## src/hw/rtl/frame_pacing_limiter_assert.svh

```systemverilog
// assertion macros for the frame pacing limiter
`ifndef FRAME_PACING_LIMITER_ASSERT_SVH
`define FRAME_PACING_LIMITER_ASSERT_SVH
`ifndef NO_ASSERTIONS
`define FPL_ASSERT_IMP(lbl, ante, cons) \
  lbl: assert property (@(posedge clk) disable iff (!rst_n) (ante) |-> (cons)) \
    else $error("frame pacing limiter assertion failed");
`define FPL_ASSERT_NXT(lbl, ante, cons) \
  lbl: assert property (@(posedge clk) disable iff (!rst_n) (ante) |=> (cons)) \
    else $error("frame pacing limiter assertion failed");
`else
`define FPL_ASSERT_IMP(lbl, ante, cons)
`define FPL_ASSERT_NXT(lbl, ante, cons)
`endif
`endif

```

## src/hw/rtl/fpl_pkg.sv

```systemverilog
// shared types and constants of the frame pacing limiter
package fpl_pkg;

  localparam int ORIGIN_W   = 32;
  localparam int TIME_W     = 64;
  localparam int DELAY_W    = 16;
  localparam int AVG_W      = 32;
  localparam int COUNT_W    = 16;
  localparam int ELAPSED_W  = 32;
  localparam int CFG_IDX_W  = 8;
  localparam int CFG_DATA_W = 32;
  localparam int DIV_STEPS  = 32;
  localparam int STEP_W     = 5;

  typedef logic [CFG_IDX_W-1:0] cfg_idx_t;

  localparam cfg_idx_t REG_TICKS  = 8'd0;
  localparam cfg_idx_t REG_SPEED  = 8'd1;
  localparam cfg_idx_t REG_AUX    = 8'd2;
  localparam cfg_idx_t REG_MARGIN = 8'd3;

  localparam logic [1:0]         SPEED_OFF    = 2'd0;
  localparam logic [1:0]         SPEED_HALF   = 2'd2;
  localparam logic [COUNT_W-1:0] COUNT_MAX    = 16'hFFFF;
  localparam logic [15:0]        MARGIN_RESET = 16'd50;

  typedef enum logic [2:0] {
    ST_IDLE,
    ST_EVAL,
    ST_CALC,
    ST_DIV,
    ST_AVG,
    ST_OUT
  } state_t;

  typedef struct packed {
    logic load;
    logic eval;
    logic calc;
    logic div_step;
    logic push;
    logic commit;
  } cmd_t;

  typedef struct packed {
    logic flip;
    logic div_last;
    logic out_free;
  } stat_t;

endpackage

```

## src/hw/rtl/fpl_ifs.sv

```systemverilog
// channel interfaces of the frame pacing limiter
interface fpl_in_if;
  import fpl_pkg::*;
  logic                valid;
  logic                ready;
  logic [ORIGIN_W-1:0] frame_origin;
  logic [TIME_W-1:0]   tick_time;
  modport source (output valid, frame_origin, tick_time, input ready);
  modport sink (input valid, frame_origin, tick_time, output ready);
endinterface

interface fpl_out_if;
  import fpl_pkg::*;
  logic               valid;
  logic               ready;
  logic [DELAY_W-1:0] pace_delay;
  logic [AVG_W-1:0]   average_ticks_per_vbl;
  logic [COUNT_W-1:0] vbls_in_frame;
  modport source (output valid, pace_delay, average_ticks_per_vbl, vbls_in_frame,
                  input ready);
  modport sink (input valid, pace_delay, average_ticks_per_vbl, vbls_in_frame,
                output ready);
endinterface

interface fpl_cfg_if;
  import fpl_pkg::*;
  logic                  valid;
  logic                  ready;
  logic [CFG_IDX_W-1:0]  index;
  logic [CFG_DATA_W-1:0] data;
  modport source (output valid, index, data, input ready);
  modport sink (input valid, index, data, output ready);
endinterface

```

## src/hw/rtl/frame_pacing_limiter.sv

```systemverilog
// Frame pacing limiter top level. Each input transaction is one vertical blank; a change of
// frame origin counts as a flip and yields one result (elapsed ticks per blank averaged over
// the last HISTORY_DEPTH flips, blank count, pacing delay), other blanks yield none. A blank
// without a flip passes through the evaluate state back to idle; a flip also runs the calc,
// divide, average and output states, the restoring divider giving one quotient bit per cycle,
// and waits while the previous result sits in the output register. Configuration is taken at
// any time with cfg_ch.ready held high and must only change while the block is idle.
`include "frame_pacing_limiter_assert.svh"

module frame_pacing_limiter #(
  parameter int HISTORY_DEPTH = 4
) (
  input  logic       clk,
  input  logic       rst_n,
  fpl_in_if.sink     in_ch,
  fpl_out_if.source  out_ch,
  fpl_cfg_if.sink    cfg_ch
);
  import fpl_pkg::*;

  cmd_t  cmd;
  stat_t stat;
  logic  in_ready;

  assign in_ch.ready = in_ready;

  fpl_ctrl u_ctrl (
    .clk      (clk),
    .rst_n    (rst_n),
    .in_valid (in_ch.valid),
    .in_ready (in_ready),
    .stat     (stat),
    .cmd      (cmd)
  );

  fpl_dp #(
    .HISTORY_DEPTH (HISTORY_DEPTH)
  ) u_dp (
    .clk          (clk),
    .rst_n        (rst_n),
    .frame_origin (in_ch.frame_origin),
    .tick_time    (in_ch.tick_time),
    .cmd          (cmd),
    .stat         (stat),
    .cfg_ch       (cfg_ch),
    .out_ch       (out_ch)
  );

  `FPL_ASSERT_NXT(a_busy_after_accept, in_ch.valid && in_ch.ready, !in_ch.ready)
  `FPL_ASSERT_NXT(a_commit_shows_result, cmd.commit, out_ch.valid)
  `FPL_ASSERT_IMP(a_one_command, 1'b1, $onehot0(cmd))

endmodule

```

## src/hw/rtl/fpl_ctrl.sv

```systemverilog
// sequencing state machine of the frame pacing limiter
module fpl_ctrl (
  input  logic          clk,
  input  logic          rst_n,
  input  logic          in_valid,
  output logic          in_ready,
  input  fpl_pkg::stat_t stat,
  output fpl_pkg::cmd_t  cmd
);
  import fpl_pkg::*;

  state_t state_r, state_nxt;

  always_ff @(posedge clk) begin
    if (!rst_n) begin
      state_r <= ST_IDLE;
    end else begin
      state_r <= state_nxt;
    end
  end

  always_comb begin
    state_nxt = state_r;
    case (state_r)
      ST_IDLE: if (in_valid) state_nxt = ST_EVAL;
      ST_EVAL: state_nxt = stat.flip ? ST_CALC : ST_IDLE;
      ST_CALC: state_nxt = ST_DIV;
      ST_DIV:  if (stat.div_last) state_nxt = ST_AVG;
      ST_AVG:  state_nxt = ST_OUT;
      ST_OUT:  if (stat.out_free) state_nxt = ST_IDLE;
      default: state_nxt = ST_IDLE;
    endcase
  end

  always_comb begin
    cmd      = '0;
    in_ready = 1'b0;
    case (state_r)
      ST_IDLE: begin
        in_ready = 1'b1;
        cmd.load = in_valid;
      end
      ST_EVAL: cmd.eval = 1'b1;
      ST_CALC: cmd.calc = 1'b1;
      ST_DIV:  cmd.div_step = 1'b1;
      ST_AVG:  cmd.push = 1'b1;
      ST_OUT:  cmd.commit = stat.out_free;
      default: cmd = '0;
    endcase
  end

endmodule

```

## src/hw/rtl/fpl_dp.sv

```systemverilog
// datapath: config registers, flip detect, divider, history average, result register
module fpl_dp #(
  parameter int HISTORY_DEPTH = 4
) (
  input  logic                           clk,
  input  logic                           rst_n,
  input  logic [fpl_pkg::ORIGIN_W-1:0]   frame_origin,
  input  logic [fpl_pkg::TIME_W-1:0]     tick_time,
  input  fpl_pkg::cmd_t                  cmd,
  output fpl_pkg::stat_t                 stat,
  fpl_cfg_if.sink                        cfg_ch,
  fpl_out_if.source                      out_ch
);
  import fpl_pkg::*;

  localparam int PTR_W = $clog2(HISTORY_DEPTH);
  localparam int SUM_W = AVG_W + PTR_W;

  // configuration
  logic [31:0] ticks_r;
  logic [1:0]  speed_r;
  logic        aux_r;
  logic [15:0] margin_r;

  // item and frame state
  logic [ORIGIN_W-1:0]  origin_r;
  logic [TIME_W-1:0]    time_r;
  logic [COUNT_W-1:0]   blank_cnt_r;
  logic [ORIGIN_W-1:0]  last_origin_r;
  logic [TIME_W-1:0]    last_flip_r;
  logic [ELAPSED_W-1:0] elapsed_r;
  logic [31:0]          req_r;
  logic [DELAY_W-1:0]   delay_r;

  // divider
  logic [COUNT_W-1:0]   rem_r;
  logic [ELAPSED_W-1:0] quo_r;
  logic [STEP_W-1:0]    step_r;

  // history
  logic [AVG_W-1:0]     ring_r [HISTORY_DEPTH];
  logic [PTR_W-1:0]     ptr_r;
  logic [SUM_W-1:0]     sum_r;

  logic                 out_valid_r;
  logic [DELAY_W-1:0]   out_delay_r;
  logic [AVG_W-1:0]     out_avg_r;
  logic [COUNT_W-1:0]   out_cnt_r;

  logic [47:0]          product;
  logic [31:0]          req_eff;
  logic [31:0]          diff;
  logic                 pace_en;
  logic [COUNT_W:0]     shifted;
  logic [COUNT_W+1:0]   trial;
  logic [SUM_W-1:0]     avg_sum;
  logic [SUM_W-1:0]     sum_nxt;

  assign cfg_ch.ready = 1'b1;

  always_ff @(posedge clk) begin
    if (!rst_n) begin
      ticks_r  <= '0;
      speed_r  <= SPEED_OFF;
      aux_r    <= 1'b0;
      margin_r <= MARGIN_RESET;
    end else if (cfg_ch.valid) begin
      case (cfg_ch.index)
        REG_TICKS:  ticks_r  <= cfg_ch.data;
        REG_SPEED:  speed_r  <= cfg_ch.data[1:0];
        REG_AUX:    aux_r    <= cfg_ch.data[0];
        REG_MARGIN: margin_r <= cfg_ch.data[15:0];
        default: ;
      endcase
    end
  end

  assign product = ticks_r * blank_cnt_r;
  assign req_eff = (speed_r == SPEED_HALF) ? {req_r[30:0], 1'b0} : req_r;
  assign diff    = req_eff - elapsed_r - {16'b0, margin_r};
  assign pace_en = (speed_r != SPEED_OFF) && !aux_r;

  // one restoring divide step per cycle
  assign shifted = {rem_r, quo_r[ELAPSED_W-1]};
  assign trial   = {1'b0, shifted} - {2'b0, blank_cnt_r};

  assign sum_nxt = sum_r - SUM_W'(ring_r[ptr_r]) + SUM_W'(quo_r);
  assign avg_sum = sum_r + SUM_W'(HISTORY_DEPTH / 2);

  always_ff @(posedge clk) begin
    if (cmd.load) begin
      origin_r <= frame_origin;
      time_r   <= tick_time;
    end
    if (cmd.eval) begin
      elapsed_r <= time_r[ELAPSED_W-1:0] - last_flip_r[ELAPSED_W-1:0];
      req_r     <= product[31:0];
    end
    if (cmd.calc) begin
      delay_r <= (pace_en && diff != '0 && !diff[31]) ? diff[DELAY_W-1:0] : '0;
      rem_r   <= '0;
      quo_r   <= elapsed_r;
      step_r  <= '0;
    end
    if (cmd.div_step) begin
      step_r <= step_r + STEP_W'(1);
      if (!trial[COUNT_W+1]) begin
        rem_r <= trial[COUNT_W-1:0];
        quo_r <= {quo_r[ELAPSED_W-2:0], 1'b1};
      end else begin
        rem_r <= shifted[COUNT_W-1:0];
        quo_r <= {quo_r[ELAPSED_W-2:0], 1'b0};
      end
    end
    if (cmd.commit) begin
      out_delay_r <= delay_r;
      out_avg_r   <= avg_sum[SUM_W-1:PTR_W];
      out_cnt_r   <= blank_cnt_r;
    end
  end

  always_ff @(posedge clk) begin
    if (!rst_n) begin
      blank_cnt_r   <= '0;
      last_origin_r <= '0;
      last_flip_r   <= '0;
      ptr_r         <= '0;
      sum_r         <= '0;
      out_valid_r   <= 1'b0;
      for (int k = 0; k < HISTORY_DEPTH; k++) begin
        ring_r[k] <= '0;
      end
    end else begin
      if (cmd.load && blank_cnt_r != COUNT_MAX) begin
        blank_cnt_r <= blank_cnt_r + COUNT_W'(1);
      end
      if (cmd.push) begin
        ring_r[ptr_r] <= quo_r;
        ptr_r         <= ptr_r + PTR_W'(1);
        sum_r         <= sum_nxt;
      end
      if (cmd.commit) begin
        last_origin_r <= origin_r;
        last_flip_r   <= time_r + {{(TIME_W-DELAY_W){1'b0}}, delay_r};
        blank_cnt_r   <= '0;
        out_valid_r   <= 1'b1;
      end else if (out_ch.ready) begin
        out_valid_r <= 1'b0;
      end
    end
  end

  assign stat.flip     = (origin_r != last_origin_r);
  assign stat.div_last = (step_r == STEP_W'(DIV_STEPS - 1));
  assign stat.out_free = !out_valid_r || out_ch.ready;

  assign out_ch.valid                 = out_valid_r;
  assign out_ch.pace_delay            = out_delay_r;
  assign out_ch.average_ticks_per_vbl = out_avg_r;
  assign out_ch.vbls_in_frame         = out_cnt_r;

endmodule
```

## src/flat_wrapper.sv

```systemverilog
// flat-port wrapper written by rule: the top's interface ports become plain ports
module frame_pacing_limiter_flat import fpl_pkg::*;
#(
  parameter int HISTORY_DEPTH = 4
)
  (clk, rst_n, in_ch_valid, in_ch_frame_origin, in_ch_tick_time, in_ch_ready, out_ch_valid, out_ch_pace_delay, out_ch_average_ticks_per_vbl, out_ch_vbls_in_frame, out_ch_ready, cfg_ch_valid, cfg_ch_index, cfg_ch_data, cfg_ch_ready);
  fpl_in_if in_ch_i ();
  fpl_out_if out_ch_i ();
  fpl_cfg_if cfg_ch_i ();
  input  logic clk;
  input  logic rst_n;
  input wire logic [$bits(in_ch_i.valid)-1:0] in_ch_valid;
  input wire logic [$bits(in_ch_i.frame_origin)-1:0] in_ch_frame_origin;
  input wire logic [$bits(in_ch_i.tick_time)-1:0] in_ch_tick_time;
  output wire logic [$bits(in_ch_i.ready)-1:0] in_ch_ready;
  output wire logic [$bits(out_ch_i.valid)-1:0] out_ch_valid;
  output wire logic [$bits(out_ch_i.pace_delay)-1:0] out_ch_pace_delay;
  output wire logic [$bits(out_ch_i.average_ticks_per_vbl)-1:0] out_ch_average_ticks_per_vbl;
  output wire logic [$bits(out_ch_i.vbls_in_frame)-1:0] out_ch_vbls_in_frame;
  input wire logic [$bits(out_ch_i.ready)-1:0] out_ch_ready;
  input wire logic [$bits(cfg_ch_i.valid)-1:0] cfg_ch_valid;
  input wire logic [$bits(cfg_ch_i.index)-1:0] cfg_ch_index;
  input wire logic [$bits(cfg_ch_i.data)-1:0] cfg_ch_data;
  output wire logic [$bits(cfg_ch_i.ready)-1:0] cfg_ch_ready;
  assign in_ch_i.valid = in_ch_valid;
  assign in_ch_i.frame_origin = in_ch_frame_origin;
  assign in_ch_i.tick_time = in_ch_tick_time;
  assign in_ch_ready = in_ch_i.ready;
  assign out_ch_valid = out_ch_i.valid;
  assign out_ch_pace_delay = out_ch_i.pace_delay;
  assign out_ch_average_ticks_per_vbl = out_ch_i.average_ticks_per_vbl;
  assign out_ch_vbls_in_frame = out_ch_i.vbls_in_frame;
  assign out_ch_i.ready = out_ch_ready;
  assign cfg_ch_i.valid = cfg_ch_valid;
  assign cfg_ch_i.index = cfg_ch_index;
  assign cfg_ch_i.data = cfg_ch_data;
  assign cfg_ch_ready = cfg_ch_i.ready;
  frame_pacing_limiter #(.HISTORY_DEPTH(HISTORY_DEPTH)) u_core (.clk(clk), .rst_n(rst_n), .in_ch(in_ch_i), .out_ch(out_ch_i), .cfg_ch(cfg_ch_i));
endmodule
```

## config.mk

```make
export PLATFORM = sky130hd
export DESIGN_NAME = frame_pacing_limiter_flat
export DESIGN_NICKNAME = d
export VERILOG_FILES = /design/src/hw/rtl/fpl_pkg.sv /design/src/hw/rtl/fpl_ifs.sv /design/src/hw/rtl/frame_pacing_limiter.sv /design/src/hw/rtl/fpl_ctrl.sv /design/src/hw/rtl/fpl_dp.sv /design/src/flat_wrapper.sv
export VERILOG_INCLUDE_DIRS = /design/src /design/src/hw/rtl
export SDC_FILE = /design/constraint.sdc
export NUM_CORES = 2
export LEC_CHECK = 0
export ABC_AREA = 1
export BUFFER_PORTS_ARGS = -buffer_cell sky130_fd_sc_hd__buf_2
export CAP_MARGIN = 20
export CORE_MARGIN = 4
export CORE_UTILIZATION = 55
export CTS_CLUSTER_SIZE = 12
export DETAILED_ROUTE_END_ITERATION = 6
export PLACE_DENSITY = 0.73
export SYNTH_ARGS = -nofsm -noshare
export SYNTH_HDL_FRONTEND = slang
export SYNTH_HIERARCHICAL = 1
export SYNTH_SLANG_ARGS = --single-unit
```

## constraint.sdc

```tcl
create_clock -name clk -period 17.1 [get_ports clk]
set_input_delay 0.855 -clock clk [delete_from_list [all_inputs] [get_ports clk]]
set_output_delay 0.855 -clock clk [all_outputs]
set_load 0.01 [all_outputs]
```

Word level (Yosys, flattened, before mapping)
Memory sizes are Yosys's and may differ from the RTL's. A register that Yosys moved wholly into a read port is not among the register bits. Index checks and enable logic that the tools add are counted.

Register bits: 432. Memory bits (writable): 128. Input port bits: 141. Output and inout port bits: 67. Word-level logic and storage cells: 104. Memories kept: 1.

Memory list: u_core.u_dp.ring_r (words 4, bits a word 32, rd ports 1, clocked after memory_dff 1, wr ports 4, line fpl_dp.sv:41) `logic [AVG_W-1:0] ring_r [HISTORY_DEPTH];`.

Add/sub/neg operators: 11. Multipliers: 1. Eq/ne operators: 15. Muxes and demuxes: 32. Bitwise logic cells: 1. Reduce and logical (&&, ||, !) cells: 21.

Operator list (number): two-way mux 32 bit (4); subtractor 32 bit (2); two-way mux 16 bit (3); adder 34 x 2 -> 34 bit (second input constant) (1); adder 34 x 32 -> 34 bit (1); subtractor 34 x 32 -> 34 bit (1); adder 32 x 16 -> 32 bit (1); multiplier 32 x 16 -> 32 bit (1); != test 32 bit (1); nonzero test 32 bit (1); OR reduction 32 bit (1); subtractor 32 x 16 -> 32 bit (1); one-hot mux 3 bit (6 select lines) (1); subtractor 17 x 16 -> 18 bit (1); adder 16 x 1 -> 16 bit (second input constant) (1); == test 8 x 2 -> 1 bit (second input constant) (2); != test 16 bit (second input constant) (1); two-way mux 1 bit (15); two-way mux 5 bit (2); two-way mux 3 bit (3); == test 8 x 1 -> 1 bit (second input constant) (1); zero test 8 bit (1); two-way mux 2 bit (4); AND reduction 2 bit (4); other kinds (17) (27).

Depth between registers and ports, before layout
Word-level depth: 7. Mapped depth: 27. Depth with buffers taken out: 25.

Modules after synthesis
The synthesis kept the hierarchy.

By module, submodules not included: fpl_dp (instances 1, cells each 5062, area an instance 42472.0 sq um, seq. area each 15084.5 sq um); fpl_ctrl (instances 1, cells each 36, area an instance 221.5 sq um, seq. area each 60.1 sq um).

Worst setup path before layout
No wires, ideal clock.

Kind: input to register. Start: input port out_ch_ready. End: register u_core.u_dp.last_origin_r[13]. Library setup time: 0.134 ns. Arrival time: 8.317 ns. Required time: 16.966 ns. Slack: 8.649 ns. Stages on the path: 10. Path buffers: 3. Path through: inv_1 > nand2_1 > inv_1 > nor4_1 > clkbuf_1 > nor2_1 > inv_1 > clkbuf_1 > buf_1 > o22ai_1.

RTL lines: start: declaration (line flat_wrapper.sv:20) `input wire logic [$bits(out_ch_i.ready)-1:0] out_ch_ready;`; end signal: assignment (line fpl_dp.sv:143) `last_origin_r <= origin_r;`; end: declaration (line fpl_dp.sv:29) `logic [ORIGIN_W-1:0] last_origin_r;`.

Worst setup path in the final report
Start: register u_core.u_dp.blank_cnt_r[3]. End: register u_core.u_dp.req_r[18], data pin.

Longest elaborated chain between the ends: 1.

Ends and longest elaborated chain: start: declaration (line fpl_dp.sv:28) `logic [COUNT_W-1:0] blank_cnt_r;`; start signal: assignment (line fpl_dp.sv:135) `blank_cnt_r <= blank_cnt_r + COUNT_W'(1);`; multiplier 32 x 16 -> 32 bit (line fpl_dp.sv:78) `assign product = ticks_r * blank_cnt_r;`; via u_core.u_dp.product[18] (line fpl_dp.sv:50) `logic [47:0] product;`; end signal: assignment (line fpl_dp.sv:97) `req_r <= product[31:0];`; end: declaration (line fpl_dp.sv:32) `logic [31:0] req_r;`.

The timed path passes the listed nets, and every way through them passes these cells. A chain may end at the register's enable or synchronous reset.

==> summary.txt <==
Power
  – Pwr dens: 123.4 nW/µm²
  – Int Power: between 3 and 4 mW
  – Worst vdd ir: 103.2 µV
  – Pleak: around 22 nW
  – Clock share of power: 22.4%
  – P_sw: 2.442 mW
  – Reg power frac: 32.4%
  – Switching share of power: roughly 43%
  – Gate power share: 45.3%

Final layout
  – Fillers: 6,660
  – Multi-input gate area: 22,900 µm²
  – FF/Latch Area: between 15,000 and 20,000 µm²
  – Nets: 5,908
  – Non-Filler Instances: about 6,300
  – Final core occ: 60.84%
  – Share of cells above drive strength 1: 7.395%
  – Design area: 46,520 µm²
  – P&R area growth vs syn: 8.959%

GRT
  – Vias in the first global route: 33,760
  – Grt total ovfl: 0
  – Initial antenna violation count: 2
  – First-pass GRT wire length: 176,400 µm
  – Largest net degree at the start of global routing: 66
  – Gr usage total: 26.91%

Synth
  – Post-synth top area cell: edfxtp_1
  – Sequential area share after synthesis: 35.47%
  – Distinct cells, synth: 60
  – Syn nets: approximately 5,800
  – Synth Warn #: 6
  – #FFs+latches synth: about 560
  – Post-synth EDFFs: 389
  – Post-synthesis cell count: 5,098
  – Mapped Area: 42,690 µm²
  – Mapped Avg Cell Area: 8.375 µm²
  – Top FF cell, synth: edfxtp_1
  – Synth top area share: 27.36%
  – Asr flop ratio synth: 0%
  – Largest cells by area after synthesis: edfxtp_1 (27%), fa_1 (17%), inv_1 (9.2%), nand2_1 (8.7%), dfxtp_1 (8.1%)

Clock network
  – Post-CTS setup buffer count: 0
  – CTS sink cnt: ~560
  – Clock Path Buffers: 3
  – H-tree depth: 2
  – Worst-path clk slew: about 60 ps
  – CTS root buf: clkbuf_16
  – CTS hold repair buffers: 0
  – CTS resizes: 0
  – TritonCTS clock tree: yes
  – Worst-skew pair later-pin latency: 650 ps
  – CTS Buf Count: 61

Run status
  – Status: completed

Setup path
  – Critical path class: reg -> reg
  – CP Capture Type: flip-flop
  – Critical path fanouts, max: 21
  – Nature of the critical path startpoint: flip-flop
  – CP required: around 17,000 ps
  – Worst EP arrival: 7110 ps

Floorplanning
  – Top Ports: 208
  – Rows: 101
  – Die Wd: 286.6 µm
  – Die footprint: 82,150 µm²
  – Die height: 286.6 µm
  – Starting density of the core: between 50% and 60%
  – Core area: 76,450 µm²

Placed design
  – Cell area after placement: 44,490 µm²
  – Dpl cells: 6,165
  – Placer congestion estimate: 0.9425
  – Number of port buffers: 174
  – Hpwl dp: 83,570 µm

Timing
  – Unrepaired setup endpoints after global routing: false
  – Endpoints failing hold: 0
  – Setup TNS: 0 ps
  – Final period utilization: about two fifths
  – # setup viols final: 0
  – Tmin final: 6753 ps
  – Relative slew slack: roughly a quarter
  – Max Freq: 148.1 MHz
  – Clock Skews: 35.24 ps
  – Slew @ Worst Pin: 1105 ps
  – Final Max Tran Viols: 0

Flow run
  – Max cap viols: 0

Detailed routing
  – Antenna-violating nets left: 0
  – Via count: 33,700
  – Detailed Route WL: 110,200 µm
  – Via count normalized by instance count: roughly 5.4
  – Pre-antenna DRT Iters: 6
  – Routed wire length per instance: 17.56 µm
  – 1st-iter DRT viols: ~2,500
  – DRC Markers: 0

Worst hold path
  – Hold Path Class: in -> reg
[layout by cell type (no fill, tap or decap), types with 15 or more instances in the layout]
master     count
inv_1       1042
nand2_1      990
nor2_1       531
edfxtp_1     389
fa_1         355
o21ai_0      312
a21oi_1      236
ha_1         212
buf_2        174
dfxtp_1      171
nand3_1      122
xor2_1       107
xnor2_1       67
clkbuf_16     64
o22ai_1       59
nor3_1        44
buf_4         41
nand4_1       34
a22o_1        22
nor2_2        20
clkbuf_1      19
o21bai_1      18
nor4_1        17
a21o_1        16
o21ai_1       15
[routing by layer]
metal	share of wire [%]	GRT usage [%]
met1	41	35.18
met3	6.4	3.479
met2	48	46.05
met5	0	0
met4	3.9	10.08
[final cells by class]
cell class / instances / area share [%]
diodes: 2 / 0.01076
clock buffers: 92 / 3.862
clock inverters: 18 / 0.3739
inverters: 1059 / 8.545
multi-input cells: 3299 / 49.22
flip-flops and latches: 562 / 32.56
well taps: 1030 / 2.770
repair buffers: 217 / 2.652
[cell families (layout without fill, tap and decap cells)]
kind of cell	after synthesis	in the layout	share of synthesized area, %
compound gates	737	737	9.563
xor+xnor	174	174	3.570
fa+ha+maj	567	567	22.86
buf+inv	1237	1386	10.97
flops	562	562	35.47
other cells	1	3	0.008784
simple gates	1820	1820	17.56
[through the flow]
step / total power, mW / hold slack (ps) / worst slack [ps]
final: 5.739 / 383.5 / 10350
after global routing: 6.203 / 355.1 / 10080
after CTS: 5.745 / 340.7 / 10400
after detailed placement: 4.442 / 460.6 / 10430
after global placement: 4.406 / 460.8 / 10480
after floorplan: 3.738 / 402.9 / 8649
[path summary, 6_finish.rpt]
path | from | end | slack [ps] | depth (start not counted)
max | u_core/u_dp/blank_cnt_r[3] | u_core/u_dp/req_r[18] | 10350 | 18
min | in_ch_tick_time[27] | u_core/u_dp/time_r[27] | 380 | 1
max reg2reg | u_core/u_dp/blank_cnt_r[3] | u_core/u_dp/req_r[18] | 10350 | 18
min reg2reg | u_core/u_dp/last_flip_r[19] | u_core/u_dp/last_flip_r[19] | 480 | 2
[Yosys cell counts (8+ instances only)]
library cell / instances
nand2_2: 12
a21oi_1: 236
clkbuf_1: 143
o21ai_0: 315
fa_1: 355
nor2_1: 532
nor3_1: 46
o21ai_1: 15
a31oi_1: 8
buf_1: 22
inv_1: 1043
edfxtp_1: 389
ha_1: 212
nor4_1: 18
a22o_1: 22
a21o_1: 16
nand2_1: 991
buf_2: 8
nand4_1: 34
o22ai_1: 59
o211ai_1: 9
nand3_1: 122
nand3b_1: 10
inv_2: 14
nor2_2: 19
xor2_1: 107
o21bai_1: 18
xnor2_1: 67
dfxtp_1: 173
[power by group through the flow]
stage	logic, mW	clock network (mW)	registers, mW
floorplan	1.89	0	1.84
global placement	2.53	0	1.88
detailed placement	2.56	0	1.88
CTS	2.58	1.31	1.86
global route	2.96	1.37	1.88
finish	2.60	1.28	1.86
[worst max-delay path, stage by stage (launching register included)]
cell,delay (ps)
dfxtp_1,990
buf_4,400
nand2_1,100
fa_1,510
fa_1,580
fa_1,460
fa_1,550
inv_1,60
fa_1,510
fa_1,420
ha_1,400
nand2_1,130
nor2_1,200
nand2_1,80
o211ai_1,120
a31oi_1,100
o21ai_0,500
a21oi_1,160
xnor2_1,190
[registers in the layout, indices dropped and copies added, names as in the netlist, named ones only]
signal,count
u_core/u_dp/delay_r,16
u_core/u_dp/last_flip_r,32
u_core/u_dp/step_r,5
u_core/u_dp/out_ch.average_ticks_per_vbl,32
u_core/u_dp/ticks_r,32
u_core/u_dp/last_origin_r,32
u_core/u_dp/aux_r,1
u_core/u_dp/time_r,32
u_core/u_dp/out_ch.vbls_in_frame,16
u_core/u_ctrl/state_r,3
u_core/u_dp/out_ch.valid,1
u_core/u_dp/req_r,32
u_core/u_dp/ptr_r,2
u_core/u_dp/margin_r,16
u_core/u_dp/speed_r,2
u_core/u_dp/quo_r,32
u_core/u_dp/rem_r,16
u_core/u_dp/sum_r,34
u_core/u_dp/out_ch.pace_delay,16
u_core/u_dp/ring_r,128
u_core/u_dp/origin_r,32
u_core/u_dp/elapsed_r,32
u_core/u_dp/blank_cnt_r,16
(Power assumes the default switching activity.)
